## src/hw/rtl/pfa_pkg.sv

```systemverilog
// ----------------------------------------------------------------------------
// pfa_pkg: shared types and codes for the page frame allocator
// Command and result codes, controller op codes, control/status structs.
// ----------------------------------------------------------------------------
`default_nettype none

package pfa_pkg;

  // Field widths fixed by the item format
  localparam int BASE_W = 28;
  localparam int LEN_W  = 29;
  localparam int SUM_W  = 30;              // base + length, base + page - 1

  // Commands
  localparam logic [1:0] CMD_ALLOC  = 2'd0;
  localparam logic [1:0] CMD_FREE   = 2'd1;
  localparam logic [1:0] CMD_REGION = 2'd2;
  localparam logic [1:0] CMD_CLEAR  = 2'd3;

  // Result status
  localparam logic [1:0] ST_OK    = 2'd0;
  localparam logic [1:0] ST_EMPTY = 2'd1;
  localparam logic [1:0] ST_CLIP  = 2'd2;

  // Datapath operations issued by the controller
  localparam logic [3:0] OP_IDLE      = 4'd0;
  localparam logic [3:0] OP_LATCH     = 4'd1;
  localparam logic [3:0] OP_POP_EMPTY = 4'd2;
  localparam logic [3:0] OP_POP_RD    = 4'd3;
  localparam logic [3:0] OP_POP_WR    = 4'd4;
  localparam logic [3:0] OP_FREE      = 4'd5;
  localparam logic [3:0] OP_CLEAR     = 4'd6;
  localparam logic [3:0] OP_REG_SKIP  = 4'd7;
  localparam logic [3:0] OP_SETUP     = 4'd10;
  localparam logic [3:0] OP_WALK      = 4'd11;
  localparam logic [3:0] OP_REG_DONE  = 4'd12;

  typedef struct packed {
    logic [3:0] op;
    logic       load;      // result register takes this op's result
  } pfa_ctl_t;

  typedef struct packed {
    logic [1:0] cmd;
    logic       usable;
    logic       head_zero;
    logic       walk_end;
  } pfa_stat_t;

endpackage

`default_nettype wire

```

## src/hw/rtl/pfa_ctrl.sv

```systemverilog
// ----------------------------------------------------------------------------
// pfa_ctrl: allocator sequencer
// Steps each item through latch, execute, pop and page walk.
// ----------------------------------------------------------------------------
`default_nettype none

module pfa_ctrl (
  input  wire logic               clk,
  input  wire logic               rst,
  input  wire logic               req_valid,
  output logic                    req_ready,
  output logic                    rsp_valid,
  input  wire logic               rsp_ready,
  input  wire pfa_pkg::pfa_stat_t st,
  output pfa_pkg::pfa_ctl_t       ctl
);

  localparam logic [2:0] S_IDLE  = 3'd0;
  localparam logic [2:0] S_EXEC  = 3'd1;
  localparam logic [2:0] S_POP   = 3'd2;
  localparam logic [2:0] S_WALK  = 3'd3;

  logic [2:0] state;
  logic [2:0] state_next;
  logic [3:0] op;
  logic       slot_free;

  assign slot_free = !rsp_valid || rsp_ready;
  assign req_ready = (state == S_IDLE);

  always_comb begin
    op         = pfa_pkg::OP_IDLE;
    state_next = state;
    unique case (state)
      S_IDLE: begin
        if (req_valid) begin
          op         = pfa_pkg::OP_LATCH;
          state_next = S_EXEC;
        end
      end
      S_EXEC: begin
        unique case (st.cmd)
          pfa_pkg::CMD_ALLOC: begin
            if (!st.head_zero) begin
              op         = pfa_pkg::OP_POP_RD;
              state_next = S_POP;
            end else if (slot_free) begin
              op         = pfa_pkg::OP_POP_EMPTY;
              state_next = S_IDLE;
            end
          end
          pfa_pkg::CMD_FREE: begin
            if (slot_free) begin
              op         = pfa_pkg::OP_FREE;
              state_next = S_IDLE;
            end
          end
          pfa_pkg::CMD_REGION: begin
            if (st.usable) begin
              op         = pfa_pkg::OP_SETUP;
              state_next = S_WALK;
            end else if (slot_free) begin
              op         = pfa_pkg::OP_REG_SKIP;
              state_next = S_IDLE;
            end
          end
          pfa_pkg::CMD_CLEAR: begin
            if (slot_free) begin
              op         = pfa_pkg::OP_CLEAR;
              state_next = S_IDLE;
            end
          end
        endcase
      end
      S_POP: begin
        if (slot_free) begin
          op         = pfa_pkg::OP_POP_WR;
          state_next = S_IDLE;
        end
      end
      S_WALK: begin
        if (!st.walk_end) begin
          op = pfa_pkg::OP_WALK;
        end else if (slot_free) begin
          op         = pfa_pkg::OP_REG_DONE;
          state_next = S_IDLE;
        end
      end
      default: begin
        state_next = S_IDLE;
      end
    endcase
  end

  assign ctl.op   = op;
  assign ctl.load = (op == pfa_pkg::OP_POP_EMPTY) || (op == pfa_pkg::OP_POP_WR) ||
                    (op == pfa_pkg::OP_FREE) || (op == pfa_pkg::OP_CLEAR) ||
                    (op == pfa_pkg::OP_REG_SKIP) || (op == pfa_pkg::OP_REG_DONE);

  always_ff @(posedge clk) begin
    if (rst) begin
      state     <= S_IDLE;
      rsp_valid <= 1'b0;
    end else begin
      state <= state_next;
      if (ctl.load) begin
        rsp_valid <= 1'b1;
      end else if (rsp_ready) begin
        rsp_valid <= 1'b0;
      end
    end
  end

  // a result never overwrites one still waiting
  a_no_overwrite: assert property (@(posedge clk) disable iff (rst)
    ctl.load |-> slot_free)
    else $error("result loaded over pending result");

  a_accept_exec: assert property (@(posedge clk) disable iff (rst)
    req_valid && req_ready |=> state == S_EXEC)
    else $error("accepted item not executed");

  a_rsp_hold: assert property (@(posedge clk) disable iff (rst)
    rsp_valid && !rsp_ready |=> rsp_valid)
    else $error("result dropped before accept");

endmodule

`default_nettype wire

```

## config.mk

```make
export PLATFORM = sky130hd
export DESIGN_NAME = pfa_ctrl
export DESIGN_NICKNAME = d
export VERILOG_FILES = /design/src/hw/rtl/pfa_pkg.sv /design/src/hw/rtl/pfa_ctrl.sv
export SDC_FILE = /design/constraint.sdc
export NUM_CORES = 1
export LEC_CHECK = 0
export BUFFER_PORTS_ARGS = -buffer_cell sky130_fd_sc_hd__clkbuf_2
export CORE_AREA = 2 2 39 41
export DETAILED_ROUTE_END_ITERATION = 12
export DIE_AREA = 0 0 41 43
export PLACE_DENSITY = 0.62
export SYNTH_ARGS = -nofsm -noshare
export SYNTH_HDL_FRONTEND = slang
export SYNTH_SLANG_ARGS = --single-unit
export TNS_END_PERCENT = 5
```

## constraint.sdc

```tcl
create_clock -name clk -period 1.6 [get_ports clk]
set_input_delay 0.32 -clock clk [delete_from_list [all_inputs] [get_ports clk]]
set_output_delay 0.32 -clock clk [all_outputs]
set_load 0.01 [all_outputs]
```

Yosys cells after proc, flatten, opt, wreduce, memory -nomap -nowiden
Cells that the tools add are included.
- register bits: 4
- bits of input ports: 9
- output and inout bits: 7
- word-level logic and storage cells: 49
- equal/unequal tests: 14
- muxes and demuxes: 21
- reductions and logical operators: 12
- operators with widths (cell ; number):
    one-hot mux 4 bit (4 select lines) ; 2
    2-to-1 mux 3 bit ; 9
    equality test 4 x 3 -> 1 bit (second input constant) ; 4
    2-to-1 mux 4 bit ; 3
    one-hot mux 3 bit (4 select lines) ; 1
    one-hot mux 3 bit (3 select lines) ; 1
    equality test 3 x 2 -> 1 bit (second input constant) ; 2
    logical OR 1 bit ; 6
    equality test 2 bit (second input constant) ; 2
    equality test 4 x 2 -> 1 bit (second input constant) ; 1
    equality test 4 bit (second input constant) ; 1
    2-to-1 mux 2 bit ; 2
    inequality test 2 bit (second input constant) ; 2
    equality test 3 x 1 -> 1 bit (second input constant) ; 1
    zero test 3 bit ; 1
    2-to-1 mux 1 bit ; 3
    equality test 2 x 1 -> 1 bit (second input constant) ; 1
    zero test 2 bit ; 1
    AND reduction 2 bit ; 1
    nonzero test 2 bit ; 1
    OR reduction 2 bit ; 1
    zero test 1 bit ; 1

Longest topological paths before layout
Gate-level depths: netlist of run 1.
- word-level depth: 13
- depth in mapped cells: 5
- mapped depth without buffers: 4

Worst setup path before layout of run 1
No wires, ideal clock.
- path type: input-to-output
- start: in st[1] in the netlist's numbering
- end: out ctl[1] in the netlist's numbering
- arrival: 1.210 ns
- required time: 1.280 ns
- slack: 0.070 ns
- cell stages on the path: 3
- buffers on the path: 0
- cell sequence: or3_4 > a21o_1 > a311oi_2
- RTL lines (what ; RTL line ; source):
    start, declared ; pfa_ctrl.sv:14 ; input wire pfa_pkg::pfa_stat_t st,
    end, declared ; pfa_ctrl.sv:15 ; output pfa_pkg::pfa_ctl_t ctl

==> results of run 1 <==
metal layers:
| layer | part of all wire, % | up-vias | global-route usage (%) | wire (um) |
|---|---|---|---|---|
| met1 | 43 | 249 | 22.0 | 539 |
| met5 | 0 | - | 0 | 0 |
| met2 | 49 | 22 | 22.8 | 621 |
| met4 | 0 | 0 | 0 | 0 |
| met3 | 8.1 | 0 | 9.42 | 103 |
| li1 | - | 259 | - | - |
synth_stat cells:
master,number,area (um2)
dfxtp_1,4,80.1
nand2_1,3,11.3
nand2b_1,3,18.8
nor2b_1,3,18.8
a21oi_1,2,10.0
a31oi_1,2,12.5
buf_2,2,10.0
inv_2,2,7.51
nand4_1,2,12.5
nor3_1,2,10.0
nor4_1,2,12.5
o41ai_1,2,17.5
a2111oi_0,1,8.76
a211oi_1,1,7.51
a21o_1,1,7.51
a311oi_1,1,8.76
a311oi_2,1,15.0
a31o_1,1,8.76
and4bb_1,1,12.5
clkbuf_1,1,3.75
conb_1,1,3.75
inv_1,1,3.75
nand3_1,1,5.00
nor2_1,1,3.75
nor2b_4,1,13.8
o2111ai_1,1,8.76
o211ai_1,1,7.51
o21ai_0,1,5.00
o31ai_1,1,7.51
o32ai_1,1,8.76
or2_1,1,6.26
or3_1,1,6.26
or3_4,1,11.3
power groups by stage:
stage                     Clock [mW]  Sequential [mW]  Combinational, mW
after floorplan                    0            0.107             0.0474
after global placement             0            0.109             0.0945
after detailed placement           0            0.109             0.0946
after CTS                      0.131            0.108              0.108
after global routing           0.141            0.107              0.121
final                          0.126            0.107              0.111
cells in the final DEF (no fill, tap or decap), drive strengths merged:
master,Yosys,layout
clkbuf,1,15
nand4,2,2
nor2b,4,4
a311oi,2,2
a31oi,2,2
a2111oi,1,1
o2111ai,1,1
nor2,1,1
or3,2,2
nand2b,3,3
a21o,1,1
or2,1,1
nor4,2,2
a31o,1,1
and4bb,1,1
a21oi,2,2
dfxtp,4,4
conb,1,1
inv,3,3
buf,2,20
a211oi,1,1
nand3,1,1
o31ai,1,1
o32ai,1,1
nand2,3,3
o41ai,2,2
nor3,2,2
o21ai,1,1
o211ai,1,1
worst reg2reg max path, delay by kind of cell (launching register included):
family / cells / cell delay, ns
AO/OA/AOI/OAI: 1 / 0.11
flip-flops: 1 / 0.30
AND/OR/NAND/NOR: 2 / 0.40
buffers and inverters: 5 / 0.71
registers in the layout, summed over array words and instances (netlist names):
signal,count
rsp_valid,1
state,3
path summary, 6_finish.rpt:
path	endpoint	slack [ns]	depth (start not counted)
worst min register to register	state[1]	0.64	2
worst max register to register	rsp_valid	0.01	8
worst min-delay path	rsp_valid	0.27	2
worst max-delay path	ctl[0]	-0.09	7
cells by family (layout without fill, tap and decap cells):
group | count (synthesis) | count (layout) | share of synthesized area (%)
and+or+nand+nor | 22 | 22 | 37.0
DFF | 4 | 4 | 20.8
AOI/OAI and AO/OA | 17 | 17 | 34.7
buffers and inverters | 6 | 38 | 6.49
other | 1 | 1 | 0.973
layout make-up:
| class | instances | area (um2) | share of cell area, % |
|---|---|---|---|
| clock buffer | 3 | 22.5 | 3.28 |
| sequential | 4 | 85.1 | 12.4 |
| multi-input combinational | 40 | 335 | 48.9 |
| timing repair buffer | 32 | 211 | 30.8 |
| inverter | 3 | 11.3 | 1.64 |
| tap | 16 | 20.0 | 2.92 |
through the flow:
step | hold WS, ns | setup TNS (ns) | instance area [um2] | cells
after detailed placement | 0.523 | -0.406 | 572 | 92
after floorplan | 0.389 | 0 | 385 | 50
final | 0.275 | -0.223 | 686 | 98
after global placement | 0.525 | -0.391 | 572 | 92
after CTS | 0.269 | -0.222 | 674 | 98
after global routing | 0.264 | -0.612 | 686 | 98
timing repair:
item	4_1_cts	5_1_grt
gates resized for setup	13	5
buffers inserted	3	0
pin swaps	5	1
hold buffers	0	0
endpoints found under the setup margin	5	6
==> run_results.csv, run 1 <==
group,metric,value,unit
global_routing,grt-ovfl-total,0,
cts,cts_tree,"yes",
power,seqPwrFrac,31.1,%
place,io_buffers,15,
cts,htree_levels,1,
finish,fillers,141,
critical_path,crit_path_max_incr_delay,0.23,ns
cts,cts_num_sinks,4,
power,total_power,0.343,mW
critical_path,crit_path_end_kind,"output port",
synth,syn_nets,59,
global_routing,grt_usage,16.0,%
power,p_clk_share,36.6,%
finish,layout.nets,93,
global_routing,grt_pass1_vias,465,
status,status,"finished with violations",
die,ios,16,
sta,drv_slew,0,
run,drv_cap,0,
routing,via_count,530,
routing,postRouteAntennaNets,0,
routing,finalWirelength,1.26,mm
global_routing,grt_pass1_wl,1.92,mm
status,violations,"setup timing",
routing,dr.pass1.iters,4,
global_routing,grt_max_degree,11,
global_routing,antenna_found_initial,0,
sta,finalCriticalPeriod,1.69,ns
cts,cts_root_buf,"clkbuf_4",
sta,clock_skew,0.00829,ns
die,die_h,43,um
die,coreArea,1380,um2
finish,drive_gt1_share,59.8,%
synth,ys_seq_area_share,20.8,%
place,gp_congestion,0.775,
routing,drc,0,
critical_path,critPathMaxFanout,4,
die,rows,14,
power,ir_drop,452,uV
sta,rsz0062_at_grt,"true",
critical_path,worst-path-buf-inv,3,
critical_path,startpoint_type,"input port",
synth,syn_area,385,um2
place,dpl.hpwl,891,um
critical_path,crit_chain,"clkbuf_2 > buf_4 > and4bb_1 > nor4_4 > nand4_1 > o41ai_2 > buf_2",
cts,cts_buffer_depth,2,
synth,yosys_register_bits,4,
routing,vias_per_cell,5.41,
cts,cts_buffers,3,
routing,drt_first_iter_violations,11,
die,initial_core_util,27.8,%
finish,syn2layout_area_growth,77.9,%
power,power_switching,0.0987,mW
sta,fmax,591,MHz
sta,hold_viol_final,0,
power,intPower,0.244,mW
die,dieArea,1760,um2
die,fp.dieW,41,um
critical_path,cp.arrival,1.37,ns
place,dpl_worst_slack,-0.150,ns
cts,path_clk_slew,0.04,ns
min_path,hp-class,"input port to register",
power,p_comb_share,32.3,%
power,p_per_area,501,nW/um2
min_path,hold_start,"rst",
critical_path,path_class,"input port to output port",
synth,yosysWarnings,0,
sta,setup_ws,-0.0916,ns
critical_path,critPathSlowestCell,"and4bb_1",
finish,post-route-util,49.5,%
power,p_sw_share,28.8,%
critical_path,startpoint,"st[4]",
power,leakagePower,0.293,nW
synth,synth_area_per_cell,7.71,um2
routing,route.detailed.wl_per_inst,12.9,um
critical_path,path_delay_family,"simple AND/OR/NAND/NOR gates",
synth,ys_types,33,
synth,synth_cells,50,
cts,clk_latency,0.24,ns
sta,setup_violations,4,
sta,min_period_over_period,106,%
critical_path,r2r_start,"state[2]",
critical_path,cp.required,1.28,ns
finish,antennaDiodeCount,0,
No activity file was read; power rests on OpenSTA's default activity.
==> run 2: changes to the inputs <==
PLACE_DENSITY = 0.64   (was 0.62)
RECOVER_POWER = 50   (was not set)
clock period = 1.4 ns   (was 1.6 ns; I/O delays follow)
==> run_results.csv, run 2 (synthesis results as in run 1) <==
group,metric,value,unit
sta,setup_ws,-0.251,ns
status,status,"finished with violations",
sta,rsz0062_at_grt,"true",
sta,clock_skew,0.00314,ns
critical_path,critPathMaxFanout,6,
finish,final_common_cell,"buf_4",
routing,dr.pass1.iters,4,
cts,clk_latency,0.23,ns
critical_path,critPathSlowestCell,"or3_4",
status,violations,"setup timing",
critical_path,r2r_start,"state[1]",
place,dpl.hpwl,927,um
cts,cts_buffer_depth,2,
critical_path,crit_path_end_kind,"output port",
cts,cts_hold_buf,0,
cts,cts_root_buf,"clkbuf_4",
finish,syn2layout_area_growth,70.5,%
power,leakagePower,0.271,nW
cts,cts_num_sinks,4,
critical_path,cp.required,1.12,ns
routing,finalWirelength,1.21,mm
critical_path,crit_cells,5,
sta,holdWs,0.241,ns
die,rows,14,
critical_path,startpoint,"st[3]",
min_path,hp-class,"input port to register",
cts,cts_buffers,3,
routing,vias_per_cell,5.33,
sta,drv_slew,0,
critical_path,path_class,"input port to output port",
critical_path,crit_end,"ctl[1]",
critical_path,crit_chain,"clkbuf_2 > or3_4 > a21o_1 > a311oi_2 > buf_2",
sta,hold_viol_final,0,
finish,reg_top3,"state x3, rsp_valid x1",
power,p_per_area,585,nW/um2
finish,layout_common_cells,"buf_4, clkbuf_2, buf_2",
critical_path,path_delay_family,"compound AO/OA/AOI/OAI gates",
global_routing,antenna_found_initial,0,
sta,min_period_over_period,118,%
global_routing,grt_usage,16.2,%
critical_path,rrSetupSlack,0.08,ns
place,gp_congestion,0.825,
finish,largest-register,"state",
routing,postRouteAntennaNets,0,
place,post-place-cells,93,
critical_path,rr_worst_depth,4,
critical_path,startpoint_type,"input port",
die,ios,16,
finish,drive_gt1_share,57.5,%
global_routing,grt-ovfl-total,0,
finish,final_cells,96,
die,die_h,43,um
sta,finalCriticalPeriod,1.65,ns
routing,drc,0,
cts,cts_tree,"yes",
power,ir_drop,582,uV
critical_path,crit_path_max_incr_delay,0.39,ns
sta,fmax,606,MHz
run,drv_cap,0,
finish,largest_register_ffs,3,
die,fp.dieW,41,um
critical_path,r2r-end,"state[0]",
global_routing,grt_pass1_wl,1.97,mm
die,coreArea,1380,um2
critical_path,worst-path-buf-inv,2,
finish,fillers,134,
global_routing,grt_max_degree,8,
place,io_buffers,15,
cts,path_clk_slew,0.04,ns
routing,route.detailed.wl_per_inst,12.6,um
cts,htree_levels,1,
sta,setup_violations,5,
global_routing,grt_pass1_vias,499,
routing,via_count,512,
die,initial_core_util,27.8,%
finish,antennaDiodeCount,0,
critical_path,cp.arrival,1.37,ns
routing,drt_first_iter_violations,9,
die,dieArea,1760,um2
finish,layout.nets,91,
-- run 2: worst min-delay path by stage --
stage          cells past startpoint  from  slack, ns   endpoint
6_report                           2   rst       0.24   state[0]
5_1_grt                            2   rst       0.23   state[0]
4_1_cts                            2   rst       0.24   state[0]
3_5_place_dp                       2   rst       0.49   state[0]
3_3_place_gp                       2   rst       0.49   state[0]
2_1_floorplan                      1   rst       0.35  rsp_valid
-- run 2: metal layers --
| layer | share of wire, % | global-route usage (%) | up-vias |
|---|---|---|---|
| met3 | 3.4 | 7.85 | 0 |
| met5 | 0 | 0 | - |
| met1 | 44 | 19.9 | 243 |
| met4 | 0 | 2.00 | 0 |
| li1 | - | - | 257 |
| met2 | 53 | 25.6 | 12 |
-- run 2: layout make-up --
class	count	area (um2)	share of cell area [%]
tap	16	20.0	3.05
clock buffer	3	22.5	3.43
timing repair buffer	30	183	27.8
inverter	3	11.3	1.71
sequential	4	83.8	12.8
multi-input combinational	40	337	51.2
-- run 2: repair_timing --
| item | 4_1_cts | 5_1_grt |
|---|---|---|
| setup buffers | 0 | 0 |
| pin swaps | 1 | 1 |
| endpoints found under the setup margin | 5 | 7 |
| gates resized for setup | 6 | 10 |
-- run 2: per-stage QoR --
| step | utilization (%) | instance area [um2] | total power, mW | setup WS [ns] | setup TNS [ns] |
|---|---|---|---|---|---|
| 2_1_floorplan | - | 390 | 0.178 | -0.00448 | -0.00448 |
| 3_3_place_gp | 42.2 | 584 | 0.233 | -0.227 | -0.856 |
| 5_1_grt | 47.5 | 657 | 0.416 | -0.347 | -1.37 |
| 3_5_place_dp | 42.2 | 584 | 0.234 | -0.257 | -0.996 |
| 4_1_cts | 45.5 | 629 | 0.386 | -0.286 | -1.10 |
| 6_report | 47.5 | 657 | 0.385 | -0.251 | -0.991 |
-- run 2: power by group --
group / internal, mW / switching, mW / leakage (nW)
combinational: 0.0596 / 0.0607 / 0.224
clock: 0.0957 / 0.0446 / 0.0138
sequential: 0.120 / 0.00400 / 0.0337
==> run 3: changes to the inputs <==
PLACE_DENSITY = 0.55   (was 0.64)
==> run_results.csv, run 3 (synthesis results as in run 1) <==
group,metric,value,unit
critical_path,startpoint_type,"register",
power,p_clk_share,37.4,%
power,seqPwrFrac,31.3,%
sta,setup_violations,5,
critical_path,cp.arrival,1.40,ns
power,p_sw_share,29.4,%
finish,layout_common_cells,"buf_4, clkbuf_2, nand2_1, clkbuf_4, buf_2",
place,io_buffers,15,
place,gp_congestion,0.787,
routing,vias_per_cell,5.36,
finish,fillers,144,
critical_path,critPathMaxFanout,2,
power,power_switching,0.116,mW
finish,layout.nets,92,
global_routing,grt_pass1_vias,467,
routing,finalWirelength,1.29,mm
die,coreArea,1380,um2
power,intPower,0.278,mW
run,drv_cap,0,
min_path,holdPathEnd,"rsp_valid",
sta,min_period_over_period,120,%
finish,largest-register,"state",
cts,path_clk_slew,0.04,ns
critical_path,cp.required,1.12,ns
sta,finalCriticalPeriod,1.68,ns
finish,syn2layout_area_growth,70.1,%
routing,postRouteAntennaNets,0,
finish,drive_gt1_share,58.0,%
die,ios,16,
die,rows,14,
finish,final_common_cell,"buf_4",
global_routing,antenna_found_initial,0,
global_routing,grt_usage,17.4,%
die,die_h,43,um
die,dieArea,1760,um2
cts,htree_levels,1,
routing,via_count,520,
sta,fmax,595,MHz
place,dpl.hpwl,992,um
sta,tns,-1.10,ns
critical_path,rr_worst_depth,8,
sta,rsz0062_at_grt,"true",
critical_path,r2r_start,"rsp_valid",
sta,hold_viol_final,0,
global_routing,grt-ovfl-total,0,
finish,largest_register_ffs,3,
status,violations,"setup timing",
min_path,min_path_cells,2,
finish,design_area,656,um2
power,leakagePower,0.282,nW
routing,route.detailed.wl_per_inst,13.2,um
finish,reg_top3,"state x3, rsp_valid x1",
power,ir_drop,385,uV
cts,clk_latency,0.25,ns
power,p_per_area,600,nW/um2
global_routing,grt_pass1_wl,2.02,mm
power,total_power,0.393,mW
sta,setup_ws,-0.281,ns
min_path,hold_start,"rst",
global_routing,grt_max_degree,10,
power,p_comb_share,31.3,%
cts,cts_num_sinks,4,
critical_path,crit_path_end_kind,"output port",
min_path,hp-class,"input port to register",
routing,drc,0,
cts,cts_tree,"yes",
cts,cts_hold_buf,0,
cts,cts_buffer_depth,2,
critical_path,path_class,"register to output port",
routing,dr.pass1.iters,4,
status,status,"finished with violations",
critical_path,rrSetupSlack,0.06,ns
critical_path,r2r-end,"rsp_valid",
finish,antennaDiodeCount,0,
cts,cts_root_buf,"clkbuf_4",
place,placed_area,569,um2
sta,drv_slew,0,
routing,drt_first_iter_violations,16,
die,fp.dieW,41,um
cts,cts_buffers,3,
die,initial_core_util,27.8,%
sta,clock_skew,0.00298,ns
run 3: changes by cell type in the layout (fill, tap and decap cells not counted), moves of 2 or more:
cell,previous run,this run
nor4_2,2,0
buf_4,14,16
clkbuf_2,10,12
nor4_1,0,2
clkbuf_1,2,0
run 3: area by class of cell:
cell class	count	area [um2]	area share (%)
Timing Repair Buffer	31	195	29.8
Tap cell	16	20.0	3.05
Clock buffer	3	22.5	3.44
Inverter	3	11.3	1.72
Sequential cell	4	82.6	12.6
Multi-Input combinational cell	40	324	49.4
run 3: what timing repair did:
item / CTS / global route
buffers inserted: 2 / 1
pin swaps: 4 / 2
setup endpoints to repair: 5 / 6
gates resized for setup: 5 / 6
gates cloned: 0 / 0
run 3: critical path, cell delays in order, from the launching register on:
cell,delay [ns]
dfxtp_1,0.30
buf_4,0.14
nand2b_4,0.06
o211ai_1,0.11
a21o_1,0.20
a311oi_2,0.19
buf_2,0.17
run 3: per-layer routing:
metal | share of wire (%) | GRT usage [%]
met1 | 41 | 20.4
met2 | 47 | 25.9
met3 | 7.6 | 9.42
met4 | 4.0 | 6.00
met5 | 0 | 0
run 3: worst max path at each step:
stage              start  slack, ns  cells past startpoint      to
3_3_place_gp       st[4]      -0.27                      6  ctl[0]
4_1_cts        rsp_valid      -0.28                      6  ctl[1]
5_1_grt        rsp_valid      -0.37                      6  ctl[1]
2_1_floorplan      st[1]     -0.004                      3  ctl[1]
3_5_place_dp       st[3]      -0.27                      5  ctl[1]
6_report       rsp_valid      -0.28                      6  ctl[1]
run 3: metrics by stage:
| step | hold slack (ns) | utilization [%] | cells | worst slack, ns |
|---|---|---|---|---|
| finish | 0.247 | 47.4 | 97 | -0.281 |
| global placement | 0.489 | 41.1 | 91 | -0.266 |
| global route | 0.241 | 47.4 | 97 | -0.367 |
| detailed placement | 0.488 | 41.1 | 91 | -0.265 |
| CTS | 0.237 | 44.8 | 96 | -0.279 |
| floorplan | 0.349 | - | 50 | -0.00448 |
run 3: power groups by stage:
stage / Combinational (mW) / Clock [mW] / Sequential [mW]
finish: 0.123 / 0.147 / 0.123
global route: 0.134 / 0.169 / 0.123
CTS: 0.116 / 0.142 / 0.123
detailed placement: 0.108 / 0 / 0.124
global placement: 0.106 / 0 / 0.124
floorplan: 0.0555 / 0 / 0.123
